<file path="config.mk">
export PLATFORM = sky130hd
export DESIGN_NAME = hangul_jamo_composer_core
export DESIGN_NICKNAME = d
export VERILOG_FILES = /design/src/rtl/hjc_pkg.sv /design/src/rtl/hjc_decode.sv /design/src/rtl/hjc_compose.sv /design/src/rtl/hangul_jamo_composer_core.sv
export SDC_FILE = /design/constraint.sdc
export NUM_CORES = 1
export LEC_CHECK = 0
export BUFFER_PORTS_ARGS = -buffer_cell sky130_fd_sc_hd__buf_2
export CORE_UTILIZATION = 55
export DETAILED_ROUTE_END_ITERATION = 6
export GPL_TIMING_DRIVEN = 0
export PLACE_DENSITY = 0.71
export RECOVER_POWER = 50
export SETUP_SLACK_MARGIN = 0.02
export SLEW_MARGIN = 10
export SYNTH_ARGS = -nofsm -noshare
export SYNTH_HDL_FRONTEND = slang
export SYNTH_SLANG_ARGS = --single-unit
</file>
<file path="constraint.sdc">
create_clock -name clk -period 17.46 [get_ports clk]
set_input_delay 0 -clock clk [delete_from_list [all_inputs] [get_ports clk]]
set_output_delay 0 -clock clk [all_outputs]
set_load 0.01 [all_outputs]
</file>
<file path="src/rtl/hjc_pkg.sv">
// Shared types, constants and jamo lookup functions for the Hangul jamo composer.
package hjc_pkg;

	// Item kinds carried in tuser.
	localparam logic MODE_CHAR  = 1'b0;
	localparam logic MODE_FLUSH = 1'b1;

	// Code point ranges and syllable geometry.
	localparam logic [15:0] SYL_BASE = 16'hAC00;
	localparam logic [15:0] SYL_END  = 16'hD7A4;
	localparam logic [15:0] VOW_BASE = 16'h314F;
	localparam logic [15:0] VOW_END  = 16'h3163;
	localparam logic [15:0] JAMO_LO  = 16'h3131;
	localparam logic [15:0] JAMO_HI  = 16'h3163;
	localparam logic [15:0] NUM_V    = 16'd21;
	localparam logic [15:0] NUM_T    = 16'd28;
	localparam logic [15:0] NUM_VT   = 16'd588;

	// Reciprocal constants: s / 588 = (s * RECIP_L) >> 24, s / 28 = (s * RECIP_Q) >> 20
	// for every syllable offset s below 11172.
	localparam logic [28:0] RECIP_L = 29'd28533;
	localparam logic [29:0] RECIP_Q = 30'd37450;

	// Index lookup result.
	typedef struct packed {
		logic       ok;
		logic [4:0] idx;
	} idx_t;

	// Split of a final consonant when a vowel follows: the final kept on the
	// emitted syllable and the initial that starts the new one.
	typedef struct packed {
		logic       ok;
		logic [4:0] keep_t;
		logic [4:0] lead;
	} split_t;

	// Decoded view of one character.
	typedef struct packed {
		logic [15:0] code;
		logic        is_syl;
		logic        is_jamo;
		logic        is_vowel;
		logic [4:0]  l;
		logic [4:0]  v;
		logic [4:0]  t;
		logic [4:0]  vow;
		logic        lead_ok;
		logic [4:0]  lead;
		logic [4:0]  tail;
	} char_info_t;

	// One decoded input transaction.
	typedef struct packed {
		logic       mode;
		char_info_t info;
	} item_t;

	// Result of the compose stage toward the output register.
	typedef struct packed {
		logic        emit;
		logic [15:0] code;
	} result_t;

	// Initial consonant index of a compatibility jamo.
	function automatic idx_t lead_idx(input logic [15:0] c);
		idx_t r;
		r.ok = 1'b1;
		case (c)
			16'h3131: r.idx = 5'd0;
			16'h3132: r.idx = 5'd1;
			16'h3134: r.idx = 5'd2;
			16'h3137: r.idx = 5'd3;
			16'h3138: r.idx = 5'd4;
			16'h3139: r.idx = 5'd5;
			16'h3141: r.idx = 5'd6;
			16'h3142: r.idx = 5'd7;
			16'h3143: r.idx = 5'd8;
			16'h3145: r.idx = 5'd9;
			16'h3146: r.idx = 5'd10;
			16'h3147: r.idx = 5'd11;
			16'h3148: r.idx = 5'd12;
			16'h3149: r.idx = 5'd13;
			16'h314A: r.idx = 5'd14;
			16'h314B: r.idx = 5'd15;
			16'h314C: r.idx = 5'd16;
			16'h314D: r.idx = 5'd17;
			16'h314E: r.idx = 5'd18;
			default: begin
				r.ok  = 1'b0;
				r.idx = 5'd0;
			end
		endcase
		return r;
	endfunction

	// Final consonant index of a compatibility jamo; zero when it is no final.
	function automatic logic [4:0] tail_idx(input logic [15:0] c);
		logic [4:0] r;
		case (c)
			16'h3131: r = 5'd1;
			16'h3132: r = 5'd2;
			16'h3133: r = 5'd3;
			16'h3134: r = 5'd4;
			16'h3135: r = 5'd5;
			16'h3136: r = 5'd6;
			16'h3137: r = 5'd7;
			16'h3139: r = 5'd8;
			16'h313A: r = 5'd9;
			16'h313B: r = 5'd10;
			16'h313C: r = 5'd11;
			16'h313D: r = 5'd12;
			16'h313E: r = 5'd13;
			16'h313F: r = 5'd14;
			16'h3140: r = 5'd15;
			16'h3141: r = 5'd16;
			16'h3142: r = 5'd17;
			16'h3144: r = 5'd18;
			16'h3145: r = 5'd19;
			16'h3146: r = 5'd20;
			16'h3147: r = 5'd21;
			16'h3148: r = 5'd22;
			16'h314A: r = 5'd23;
			16'h314B: r = 5'd24;
			16'h314C: r = 5'd25;
			16'h314D: r = 5'd26;
			16'h314E: r = 5'd27;
			default:  r = 5'd0;
		endcase
		return r;
	endfunction

	// Compound vowel formed by vowel a followed by vowel b.
	function automatic idx_t vow_join(input logic [4:0] a, input logic [4:0] b);
		idx_t r;
		r.ok = 1'b1;
		case ({a, b})
			{5'd8, 5'd0}:   r.idx = 5'd9;
			{5'd8, 5'd1}:   r.idx = 5'd10;
			{5'd8, 5'd20}:  r.idx = 5'd11;
			{5'd13, 5'd4}:  r.idx = 5'd14;
			{5'd13, 5'd5}:  r.idx = 5'd15;
			{5'd13, 5'd20}: r.idx = 5'd16;
			{5'd18, 5'd20}: r.idx = 5'd19;
			default: begin
				r.ok  = 1'b0;
				r.idx = 5'd0;
			end
		endcase
		return r;
	endfunction

	// Compound final formed by final a followed by final b.
	function automatic idx_t fin_join(input logic [4:0] a, input logic [4:0] b);
		idx_t r;
		r.ok = 1'b1;
		case ({a, b})
			{5'd1, 5'd19}:  r.idx = 5'd3;
			{5'd4, 5'd22}:  r.idx = 5'd5;
			{5'd4, 5'd27}:  r.idx = 5'd6;
			{5'd8, 5'd1}:   r.idx = 5'd9;
			{5'd8, 5'd16}:  r.idx = 5'd10;
			{5'd8, 5'd17}:  r.idx = 5'd11;
			{5'd8, 5'd19}:  r.idx = 5'd12;
			{5'd8, 5'd25}:  r.idx = 5'd13;
			{5'd8, 5'd26}:  r.idx = 5'd14;
			{5'd8, 5'd27}:  r.idx = 5'd15;
			{5'd17, 5'd19}: r.idx = 5'd18;
			{5'd19, 5'd19}: r.idx = 5'd20;
			default: begin
				r.ok  = 1'b0;
				r.idx = 5'd0;
			end
		endcase
		return r;
	endfunction

	// How a final moves into the next syllable when a vowel follows.
	// A final that is also an initial moves whole; a compound final leaves
	// its first half behind and moves its second half.
	function automatic split_t tail_split(input logic [4:0] t);
		split_t r;
		r.ok     = 1'b1;
		r.keep_t = 5'd0;
		case (t)
			5'd1:  r.lead = 5'd0;
			5'd2:  r.lead = 5'd1;
			5'd3:  begin r.keep_t = 5'd1;  r.lead = 5'd9;  end
			5'd4:  r.lead = 5'd2;
			5'd5:  begin r.keep_t = 5'd4;  r.lead = 5'd12; end
			5'd6:  begin r.keep_t = 5'd4;  r.lead = 5'd18; end
			5'd7:  r.lead = 5'd3;
			5'd8:  r.lead = 5'd5;
			5'd9:  begin r.keep_t = 5'd8;  r.lead = 5'd0;  end
			5'd10: begin r.keep_t = 5'd8;  r.lead = 5'd6;  end
			5'd11: begin r.keep_t = 5'd8;  r.lead = 5'd7;  end
			5'd12: begin r.keep_t = 5'd8;  r.lead = 5'd9;  end
			5'd13: begin r.keep_t = 5'd8;  r.lead = 5'd16; end
			5'd14: begin r.keep_t = 5'd8;  r.lead = 5'd17; end
			5'd15: begin r.keep_t = 5'd8;  r.lead = 5'd18; end
			5'd16: r.lead = 5'd6;
			5'd17: r.lead = 5'd7;
			5'd18: begin r.keep_t = 5'd17; r.lead = 5'd9;  end
			5'd19: r.lead = 5'd9;
			5'd20: r.lead = 5'd10;
			5'd21: r.lead = 5'd11;
			5'd22: r.lead = 5'd12;
			5'd23: r.lead = 5'd14;
			5'd24: r.lead = 5'd15;
			5'd25: r.lead = 5'd16;
			5'd26: r.lead = 5'd17;
			5'd27: r.lead = 5'd18;
			default: begin
				r.ok   = 1'b0;
				r.lead = 5'd0;
			end
		endcase
		return r;
	endfunction

	// Code point of the syllable with initial l, vowel v and final t.
	function automatic logic [15:0] syl_char(input logic [4:0] l, input logic [4:0] v,
			input logic [4:0] t);
		return SYL_BASE + 16'(l) * NUM_VT + 16'(v) * NUM_T + 16'(t);
	endfunction

endpackage

</file>
<file path="src/rtl/hjc_decode.sv">
// Input register and character decode stage of the Hangul jamo composer.
module hjc_decode (
	input  logic           clk,
	input  logic           arst_n,
	input  logic           in_valid,
	output logic           in_ready,
	input  logic           in_mode,
	input  logic [15:0]    in_code,
	input  logic           down_ready,
	output logic           item_valid,
	output hjc_pkg::item_t item
);
	import hjc_pkg::*;

	logic        valid_s1;
	logic        mode_s1;
	logic [15:0] code_s1;
	logic        valid_s2;
	item_t       item_s2;
	logic        ready_s2;

	logic [15:0] diff;
	logic [13:0] s;
	logic [28:0] prod_l;
	logic [29:0] prod_q;
	logic [4:0]  l_div;
	logic [8:0]  q28;
	logic [8:0]  v_tmp;
	logic [13:0] t_tmp;
	idx_t        lead_r;
	char_info_t  info;

	// A stage can load when it is empty or when its contents move on.
	assign ready_s2 = !valid_s2 || down_ready;
	assign in_ready = !valid_s1 || ready_s2;

	// Input register.
	always_ff @(posedge clk or negedge arst_n) begin
		if (!arst_n) begin
			valid_s1 <= 1'b0;
		end else if (in_ready) begin
			valid_s1 <= in_valid;
		end
	end

	always_ff @(posedge clk) begin
		if (in_valid && in_ready) begin
			mode_s1 <= in_mode;
			code_s1 <= in_code;
		end
	end

	// Split a syllable offset into initial, vowel and final by reciprocal
	// multiplication, and look up the jamo indexes.
	always_comb begin
		diff   = code_s1 - SYL_BASE;
		s      = diff[13:0];
		prod_l = 29'(s) * RECIP_L;
		prod_q = 30'(s) * RECIP_Q;
		l_div  = prod_l[28:24];
		q28    = prod_q[28:20];
		v_tmp  = q28 - 9'(l_div) * 9'(NUM_V);
		t_tmp  = s - 14'(q28) * 14'(NUM_T);
		lead_r = lead_idx(code_s1);

		info.code     = code_s1;
		info.is_syl   = (code_s1 >= SYL_BASE) && (code_s1 < SYL_END);
		info.is_jamo  = (code_s1 >= JAMO_LO) && (code_s1 <= JAMO_HI);
		info.is_vowel = (code_s1 >= VOW_BASE) && (code_s1 <= VOW_END);
		info.l        = info.is_syl ? l_div : 5'd0;
		info.v        = info.is_syl ? v_tmp[4:0] : 5'd0;
		info.t        = info.is_syl ? t_tmp[4:0] : 5'd0;
		info.vow      = 5'(code_s1 - VOW_BASE);
		info.lead_ok  = lead_r.ok;
		info.lead     = lead_r.idx;
		info.tail     = tail_idx(code_s1);
	end

	// Decoded register.
	always_ff @(posedge clk or negedge arst_n) begin
		if (!arst_n) begin
			valid_s2 <= 1'b0;
		end else if (ready_s2) begin
			valid_s2 <= valid_s1;
		end
	end

	always_ff @(posedge clk) begin
		if (valid_s1 && ready_s2) begin
			item_s2.mode <= mode_s1;
			item_s2.info <= info;
		end
	end

	assign item_valid = valid_s2;
	assign item       = item_s2;

endmodule

</file>
<file path="src/rtl/hjc_compose.sv">
// Held character register and composition rules of the Hangul jamo composer.
module hjc_compose (
	input  logic             clk,
	input  logic             arst_n,
	input  logic             fire,
	input  hjc_pkg::item_t   item,
	output hjc_pkg::result_t res
);
	import hjc_pkg::*;

	logic       held_valid_q;
	char_info_t held_q;

	char_info_t u;
	char_info_t nh;
	char_info_t joined;
	logic       nh_valid;
	logic       join_ok;
	logic       split;
	logic [4:0] split_t_val;
	idx_t       fin_r;
	idx_t       vow_r;
	split_t     spl;

	// Evaluate the join of the incoming jamo onto the held character.
	always_comb begin
		u           = item.info;
		fin_r       = fin_join(held_q.t, u.tail);
		vow_r       = vow_join(held_q.v, u.vow);
		spl         = tail_split(held_q.t);
		join_ok     = 1'b0;
		split       = 1'b0;
		split_t_val = held_q.t;
		joined      = '0;
		joined.is_syl = 1'b1;
		joined.l    = held_q.l;
		joined.v    = held_q.v;
		joined.t    = held_q.t;

		if (u.is_jamo) begin
			if (held_q.is_syl) begin
				if (held_q.t == 5'd0) begin
					// Open syllable: take a final, or widen the vowel.
					if (u.tail != 5'd0) begin
						join_ok  = 1'b1;
						joined.t = u.tail;
					end else if (u.is_vowel && vow_r.ok) begin
						join_ok  = 1'b1;
						joined.v = vow_r.idx;
					end
				end else if (u.is_vowel) begin
					// Closed syllable and a vowel: the final, or its second half, starts a new syllable.
					if (spl.ok) begin
						join_ok     = 1'b1;
						split       = 1'b1;
						split_t_val = spl.keep_t;
						joined.l    = spl.lead;
						joined.v    = u.vow;
						joined.t    = 5'd0;
					end
				end else if (u.tail != 5'd0 && fin_r.ok) begin
					// Closed syllable and a consonant: form a compound final.
					join_ok  = 1'b1;
					joined.t = fin_r.idx;
				end
			end else if (held_q.lead_ok && u.is_vowel) begin
				// Initial consonant and a vowel make an open syllable.
				join_ok  = 1'b1;
				joined.l = held_q.lead;
				joined.v = u.vow;
				joined.t = 5'd0;
			end
		end
		joined.code = syl_char(joined.l, joined.v, joined.t);
	end

	// Choose the next held character and the result for this transaction.
	always_comb begin
		res.emit = 1'b0;
		res.code = held_q.code;
		nh       = held_q;
		nh_valid = held_valid_q;
		if (fire) begin
			if (item.mode == MODE_FLUSH) begin
				if (held_valid_q) begin
					res.emit = 1'b1;
					nh       = '0;
					nh_valid = 1'b0;
				end
			end else if (!held_valid_q) begin
				nh       = u;
				nh_valid = 1'b1;
			end else if (join_ok) begin
				nh = joined;
				if (split) begin
					res.emit = 1'b1;
					res.code = syl_char(held_q.l, held_q.v, split_t_val);
				end
			end else begin
				res.emit = 1'b1;
				nh       = u;
			end
		end
	end

	// Held character state.
	always_ff @(posedge clk or negedge arst_n) begin
		if (!arst_n) begin
			held_valid_q <= 1'b0;
			held_q       <= '0;
		end else begin
			held_valid_q <= nh_valid;
			held_q       <= nh;
		end
	end

	// A flush always leaves nothing held.
	a_flush_clears: assert property (@(posedge clk) disable iff (!arst_n)
		fire && item.mode == MODE_FLUSH |=> !held_valid_q)
		else $error("held character survived a flush");

	// A character transaction always leaves a character held.
	a_char_holds: assert property (@(posedge clk) disable iff (!arst_n)
		fire && item.mode == MODE_CHAR |=> held_valid_q)
		else $error("character transaction left nothing held");

	// A result only ever comes from a held character.
	a_emit_needs_held: assert property (@(posedge clk) disable iff (!arst_n)
		res.emit |-> held_valid_q && fire)
		else $error("result emitted with nothing held");

endmodule

</file>
<file path="src/rtl/hangul_jamo_composer_core.sv">
// Top level of the Hangul jamo composer: stream ports, decode, compose and output register.
//
// Channel  Direction  Beat contents
// s_axis   in         tdata = char_in[15:0]; tuser = mode (0 character, 1 flush)
// m_axis   out        tdata = char_out[15:0]
//
// One transaction is accepted per cycle while no stage is stalled. Each one passes through
// the input and decode registers, and any result it composes loads the output register.
// The syllable split in the decode stage uses two constant reciprocal multipliers.
// Reset clears all valid bits and the held character; nothing is held after reset.
// A stalled output holds its result; the input keeps accepting until every stage is full.
module hangul_jamo_composer_core (
	input  logic        clk,
	input  logic        arst_n,
	input  logic        s_axis_tvalid,
	output logic        s_axis_tready,
	input  logic [15:0] s_axis_tdata,  // [15:0] char_in
	input  logic        s_axis_tuser,  // [0] mode
	output logic        m_axis_tvalid,
	input  logic        m_axis_tready,
	output logic [15:0] m_axis_tdata   // [15:0] char_out
);
	import hjc_pkg::*;

	logic        out_valid_q;
	logic [15:0] out_data_q;
	logic        out_ready;
	logic        item_valid;
	item_t       item;
	logic        fire;
	result_t     res;

	hjc_decode u_decode (
		.clk        (clk),
		.arst_n     (arst_n),
		.in_valid   (s_axis_tvalid),
		.in_ready   (s_axis_tready),
		.in_mode    (s_axis_tuser),
		.in_code    (s_axis_tdata),
		.down_ready (out_ready),
		.item_valid (item_valid),
		.item       (item)
	);

	hjc_compose u_compose (
		.clk    (clk),
		.arst_n (arst_n),
		.fire   (fire),
		.item   (item),
		.res    (res)
	);

	// The compose stage runs when the output register is free or being drained.
	assign out_ready = !out_valid_q || m_axis_tready;
	assign fire      = item_valid && out_ready;

	// Output register.
	always_ff @(posedge clk or negedge arst_n) begin
		if (!arst_n) begin
			out_valid_q <= 1'b0;
		end else if (fire) begin
			out_valid_q <= res.emit;
		end else if (m_axis_tready) begin
			out_valid_q <= 1'b0;
		end
	end

	always_ff @(posedge clk) begin
		if (fire && res.emit) begin
			out_data_q <= res.code;
		end
	end

	assign m_axis_tvalid = out_valid_q;
	assign m_axis_tdata  = out_data_q;

endmodule

</file>
==> results of run 1 <==
-- worst max-delay path, cell delays in order (launching register included) --
cell and delay, ns:
edfxtp_1 0.51, ha_1 0.28, xnor2_1 0.83, inv_1 0.31
fa_1 0.59, inv_1 0.07, fa_1 0.53, fa_1 0.44
fa_1 0.55, fa_1 0.43, ha_1 0.32, nand2_1 0.09
nand3_1 0.10, a311oi_1 0.55, nor3_1 0.11, a2111oi_0 0.68
xnor2_1 0.20, ha_1 0.33, ha_1 0.29, ha_1 0.28
inv_1 0.05, ha_1 0.32, a21oi_1 0.17, xnor2_1 0.15
xnor2_1 0.15, xnor3_1 0.24, nor2_1 0.10
-- area by class of cell --
type | instances | share of cell area
Tap cell | 384 | 0.0275
Timing Repair Buffer | 60 | 0.0215
Clock inverter | 2 | 0.000787
Buffer | 43 | 0.0109
Sequential cell | 126 | 0.204
Clock buffer | 30 | 0.0342
Inverter | 287 | 0.0616
Multi-Input combinational cell | 1176 | 0.639
-- registers in the layout, indices dropped and copies added, names as in the netlist --
| register | cells |
|---|---|
| u_compose.held_q | 38 |
| m_axis_tdata | 16 |
| u_decode.mode_s1 | 1 |
| m_axis_tvalid | 1 |
| u_decode.item | 51 |
| u_decode.code_s1 | 16 |
| u_decode.item_valid | 1 |
| u_compose.held_valid_q | 1 |
| u_decode.valid_s1 | 1 |
-- layer usage --
layer  global-route usage  routed length, µm
met2                0.480              19500
met1                0.333              16200
met5                    0                  0
met3               0.0273               1360
met4               0.0848                973
-- through the flow --
| stage | hold slack [ns] | util |
|---|---|---|
| 2_1_floorplan | -0.296 | - |
| 3_3_place_gp | 0.177 | 0.582 |
| 3_5_place_dp | 0.179 | 0.583 |
| 4_1_cts | 0.273 | 0.612 |
| 5_1_grt | 0.291 | 0.610 |
| 6_report | 0.282 | 0.610 |
-- cells in the mapped netlist (5+ instances only) --
| master | number | area share |
|---|---|---|
| a2111oi_0 | 6 | 0.0033 |
| a211oi_1 | 16 | 0.0075 |
| a21o_1 | 20 | 0.0094 |
| a21oi_1 | 58 | 0.018 |
| a221o_1 | 6 | 0.0037 |
| a22o_1 | 13 | 0.0071 |
| a22oi_1 | 9 | 0.0042 |
| a31oi_1 | 16 | 0.0062 |
| a32oi_1 | 5 | 0.0027 |
| and2_1 | 10 | 0.0039 |
| and3_1 | 7 | 0.0027 |
| buf_2 | 5 | 0.0016 |
| clkbuf_1 | 31 | 0.0073 |
| dfrtp_1 | 42 | 0.066 |
| edfxtp_1 | 84 | 0.16 |
| fa_1 | 136 | 0.17 |
| ha_1 | 295 | 0.23 |
| inv_1 | 287 | 0.067 |
| mux2_1 | 7 | 0.0049 |
| mux2_2 | 8 | 0.0056 |
| mux2i_1 | 25 | 0.016 |
| nand2_1 | 93 | 0.022 |
| nand2b_1 | 11 | 0.0043 |
| nand3_1 | 24 | 0.0075 |
| nand3b_1 | 8 | 0.0037 |
| nand4_1 | 11 | 0.0043 |
| nor2_1 | 74 | 0.017 |
| nor2b_1 | 12 | 0.0047 |
| nor3_1 | 35 | 0.011 |
| o2111ai_1 | 5 | 0.0027 |
| o211ai_1 | 9 | 0.0042 |
| o21a_1 | 7 | 0.0033 |
| o21ai_0 | 83 | 0.026 |
| o21bai_1 | 5 | 0.0023 |
| o22ai_1 | 6 | 0.0023 |
| o31ai_1 | 7 | 0.0033 |
| or2_2 | 10 | 0.0039 |
| xnor2_1 | 43 | 0.023 |
| xor2_1 | 27 | 0.015 |
-- logic make-up (layout without fill, tap and decap cells) --
| kind of cell | after synthesis | in the layout | synth area share |
|---|---|---|---|
| AOI/OAI and AO/OA | 308 | 308 | 0.129 |
| xor gates and xnor gates | 71 | 71 | 0.0396 |
| DFF | 126 | 126 | 0.223 |
| buffers and inverters | 330 | 422 | 0.0791 |
| adders and majority gates | 431 | 431 | 0.400 |
| muxes | 40 | 40 | 0.0261 |
| and+or+nand+nor | 326 | 326 | 0.103 |
-- worst paths after layout --
check	start	endpoint	slack [ns]	cells past startpoint
setup / recovery	u_decode.code_s1[10]	u_decode.item[25]	8.65	26
setup reg to reg	u_decode.code_s1[10]	u_decode.item[25]	8.65	26
max in group asynchronous	arst_n	u_compose.held_q[45]	15.28	2
hold / removal	s_axis_tdata[1]	u_decode.code_s1[1]	0.28	2
hold reg to reg	u_decode.mode_s1	u_decode.item[50]	0.44	0
min in group asynchronous	arst_n	u_compose.held_q[10]	0.83	2
==> flow_metrics.tcl, run 1 <==
set metrics [dict create \
    cts-root-buf "clkbuf_16" \
    drc_errors 0 \
    grt_pass1_vias 12100 \
    clockBufferDepth 2 \
    coreArea_um2 28700 \
    antenna_cells 0 \
    grt_max_degree 43 \
    synth_cells 1632 \
    rows 62 \
    io_pins 39 \
    tightest_slew_ns 2.35 \
    synth_area_um2 16000 \
    regArea_um2 3570 \
    die_w_um 173 \
    critPathKind "reg2reg" \
    setup_viol_count_final 0 \
    grt_pass1_wl_um 62800 \
    syn_nets 2084 \
    finalHoldViolCount 0 \
    syn_to_final_growth_pct 9.15 \
    die_y_um 173 \
    vias_per_cell 5.66 \
    relSlewSlack -0.566 \
    clock_latency_ns 0.43 \
    htree_num_levels 4 \
    dpl_cell_area_um2 16700 \
    ys.flop_type "edfxtp_1" \
    clkTransAtPathRegs_ns 0.05 \
    dp_hpwl_um 31200 \
    dieArea_um2 29800 \
    fin_area_um2 17500 \
    synthArstFlopShare 0.333 \
    place.port_buffers 38 \
    ctsHoldBuffers 21 \
    first_pass_iters 5 \
    synth_warnings 0 \
    cp_data_required_time_ns 17.74 \
    wl_per_cell_um 18.0 \
    dp_cells 2055 \
    fill_cells 2438 \
    worstSetupEndpointType "register" \
    rsz0062_at_grt "false" \
    status "finished, violations left" \
    path_max_fanout 9 \
    fin_crit_ns 8.81 \
    nets 2163 \
    layout_common_cells "ha_1 (295), inv_1 (287), fa_1 (136), nand2_1 (93), edfxtp_1 (84)" \
    syn_avg_cell_area_um2 9.82 \
    initial_utilization 0.559 \
    fin_skew_ns 0.0124 \
    antenna_left 0 \
    violations "max-capacitance violations, max-slew violations" \
    critical_path.startpoint_type "register" \
    worstPathArrival_ns 9.09 \
    drive_gt1_frac 0.0505 \
    globalplace.congestion 0.962 \
    synth.distinct_cells 85 \
    drt-total-wl_um 38000 \
    drt_iter0_drc 774 \
    place_ws_ns 8.59 \
    fmax_ghz 0.113 \
    min_path_type "in2reg" \
    synth-seq-cells 126 \
    synth_edf_count 84 \
    final.setup.tns_ns 0 \
    antenna_found_initial 0 \
    dr_total_vias 11900 \
    fin_crit_sh 0.505 \
    track_usage 0.266 \
    yosysSeqAreaShare 0.223 \
    grt_overflow 0 \
    post_cts_buffers 0 \
    clock-sinks 126 \
    multi_input_area_um2 11200 \
    numCtsBuffers 17 \
    cts_tree "built" \
    final_cells 2108 \
    final_common_cell "ha_1" \
    maxCapViolations 2 \
    final.setup.worst_slack_ns 8.65 \
    ctsResizeCount 0 \
    slew_viol_final 70 \
]
Power of run 1 is left out: the tool's default activity adds up to more than one toggle a clock period on the data nets, which glitch-free logic cannot reach.
==> inputs of run 2 (changes only) <==
- ABC_AREA: default -> 1
- PLACE_DENSITY: 0.71 -> 0.74
- clock period: 17.46 -> 7.2 ns (I/O delays scaled with it)
==> flow_metrics.tcl, run 2 <==
set metrics [dict create \
    largest_reg_flops 51 \
    final.setup.tns_ns -0.985 \
    clockBufferDepth 2 \
    finalHoldWorstSlack_ns 0.276 \
    die_y_um 177 \
    critical_path.startpoint_type "register" \
    synthArstFlopShare 0.333 \
    status "finished, violations left" \
    synth.most_common_cell "inv_1" \
    grt_pass1_wl_um 73400 \
    critPathSlowestCell "fa_1" \
    first_pass_iters 7 \
    antenna_cells 0 \
    path_max_fanout 5 \
    nets 2633 \
    final.setup.worst_slack_ns -0.897 \
    place_ws_ns -1.31 \
    crit_family "adder cells" \
    cp_slowest_stage_delay_ns 0.63 \
    fin_util 0.653 \
    worstPathArrival_ns 8.27 \
    worstSetupEndpointType "register" \
    grt_overflow 0 \
    slew_viol_final 0 \
    cts-root-buf "clkbuf_16" \
    clock-sinks 126 \
    initial_utilization 0.565 \
    cts_tree "built" \
    die_w_um 177 \
    synth-seq-cells 126 \
    fin_skew_ns 0.0204 \
    dr_total_vias 14600 \
    reg2reg_from "u_decode.code_s1[10]" \
    hp-start "s_axis_tdata[7]" \
    r2r_cells 33 \
    dieArea_um2 31500 \
    rsz0062_at_grt "true" \
    min_path_type "in2reg" \
    io_pins 39 \
    synth_cells 2054 \
    maxCapViolations 0 \
    violations "design-rule violations, negative setup slack" \
    coreArea_um2 30000 \
    finalHoldViolCount 0 \
    final_common_cell "inv_1" \
    place.port_buffers 38 \
    antenna_found_initial 0 \
    clock_latency_ns 0.43 \
    relSlewSlack 0.303 \
    synth_top_area_share 0.218 \
    dp_hpwl_um 34900 \
    synth_top_cell_by_area "ha_1" \
    drt-total-wl_um 47100 \
    wl_per_cell_um 18.2 \
    min_path_cells 2 \
    grt_pass1_vias 14700 \
    tightest_slew_ns 1.05 \
    drt_iter0_drc 1032 \
    ys.flop_type "edfxtp_1" \
    fmax_ghz 0.124 \
    globalplace.congestion 0.973 \
    synth_edf_count 84 \
    synth.distinct_cells 56 \
    synth_area_um2 16900 \
    synthTopCellsByArea "ha_1 (22%), fa_1 (16%), edfxtp_1 (15%)" \
    drive_gt1_frac 0.120 \
    grt_max_degree 46 \
    path_depth 33 \
    vias_per_cell 5.64 \
    clkTransAtPathRegs_ns 0.07 \
    layout_common_cells "inv_1 (382), nand2_1 (381), ha_1 (258), fa_1 (126), nor2_1 (124)" \
    fin_crit_ns 8.10 \
    yosysSeqAreaShare 0.211 \
    htree_num_levels 4 \
    track_usage 0.300 \
    critPathKind "reg2reg" \
    syn_nets 2506 \
    setup_viol_count_final 2 \
    cp_data_required_time_ns 7.37 \
    synth_warnings 0 \
    cp-startpoint "u_decode.code_s1[10]" \
    numCtsBuffers 17 \
    syn_avg_cell_area_um2 8.23 \
    synth.top_cells.by_count "inv_1 (398), nand2_1 (392), ha_1 (295), fa_1 (136), nor2_1 (129)" \
    drc_errors 5 \
    fill_cells 2393 \
    rows 63 \
    fin_crit_sh 1.12 \
    antenna_left 0 \
    crit_top_cell "fa_1" \
    syn_to_final_growth_pct 15.7 \
    crit_buf_inv 8 \
]
-- run 2: cell types whose count changed after synthesis, moves of 16 or more --
cell and delta:
o21ai_1 +28, nand3_1 +71, nand4_1 +25, nor2_1 +55, clkbuf_1 -16, a21oi_1 +36, nand2_1 +299, mux2i_1 -25
inv_1 +111, xnor2_1 -18
-- run 2: path summary, 6_finish.rpt --
| kind | end | slack (ns) |
|---|---|---|
| min in group asynchronous | u_compose.held_q[6] | 0.30 |
| min reg2reg | u_decode.item[50] | 0.42 |
| min | u_decode.code_s1[7] | 0.28 |
| max reg2reg | u_decode.item[25] | -0.90 |
| max | u_decode.item[25] | -0.90 |
| max in group asynchronous | u_compose.held_q[34] | 6.25 |
-- run 2: per-stage QoR --
| stage | cell area, µm² | std cells |
|---|---|---|
| after detailed placement | 17900 | 2484 |
| final | 19600 | 2584 |
| after global placement | 17900 | 2482 |
| after CTS | 19300 | 2573 |
| after global routing | 19600 | 2584 |
| after floorplan | 17200 | 2054 |
-- run 2: cells by family after synthesis --
group                      Yosys count  share of synthesized area
and+or+nand+nor                    727                      0.186
buffers and inverters              443                      0.102
adders and majority gates          431                      0.379
AOI/OAI and AO/OA                  264                     0.0889
DFF                                126                      0.211
xor gates and xnor gates            63                     0.0326
-- run 2: layout make-up --
cell class              count  area, µm²  area share
clock buffers              18        429      0.0219
repair buffers            108        772      0.0395
inverters                 413       1560      0.0796
well taps                 390        488      0.0249
flip-flops and latches    126       3570       0.183
clock inverters            14        180     0.00921
multi-input cells        1485      12400       0.633
plain buffers              30        173     0.00883
-- run 2: worst reg2reg max path, delay by kind of cell (launching register included) --
family	cells	cell delay [ns]
fa+ha+maj	11	4.64
buf+inv	8	0.60
simple gates	7	0.60
flops	1	0.58
xor+xnor	4	0.96
compound gates	3	0.47
-- run 2: repair_timing --
action	in CTS	in global routing
resized for setup	50	40
hold endpoints to repair	62	0
buffers inserted	35	11
setup endpoints to repair	4	4
hold buffers	22	0
pin swaps	28	38
cloned	0	0
-- run 2: metal layers --
layer / GRT usage / up-vias / part of all wire
met5: 0 / - / 0
met4: 0.149 / 0 / 0.045
met2: 0.532 / 572 / 0.51
met3: 0.0407 / 136 / 0.052
li1: - / 6937 / -
met1: 0.356 / 6937 / 0.39
Power of run 2 is left out for the same reason.
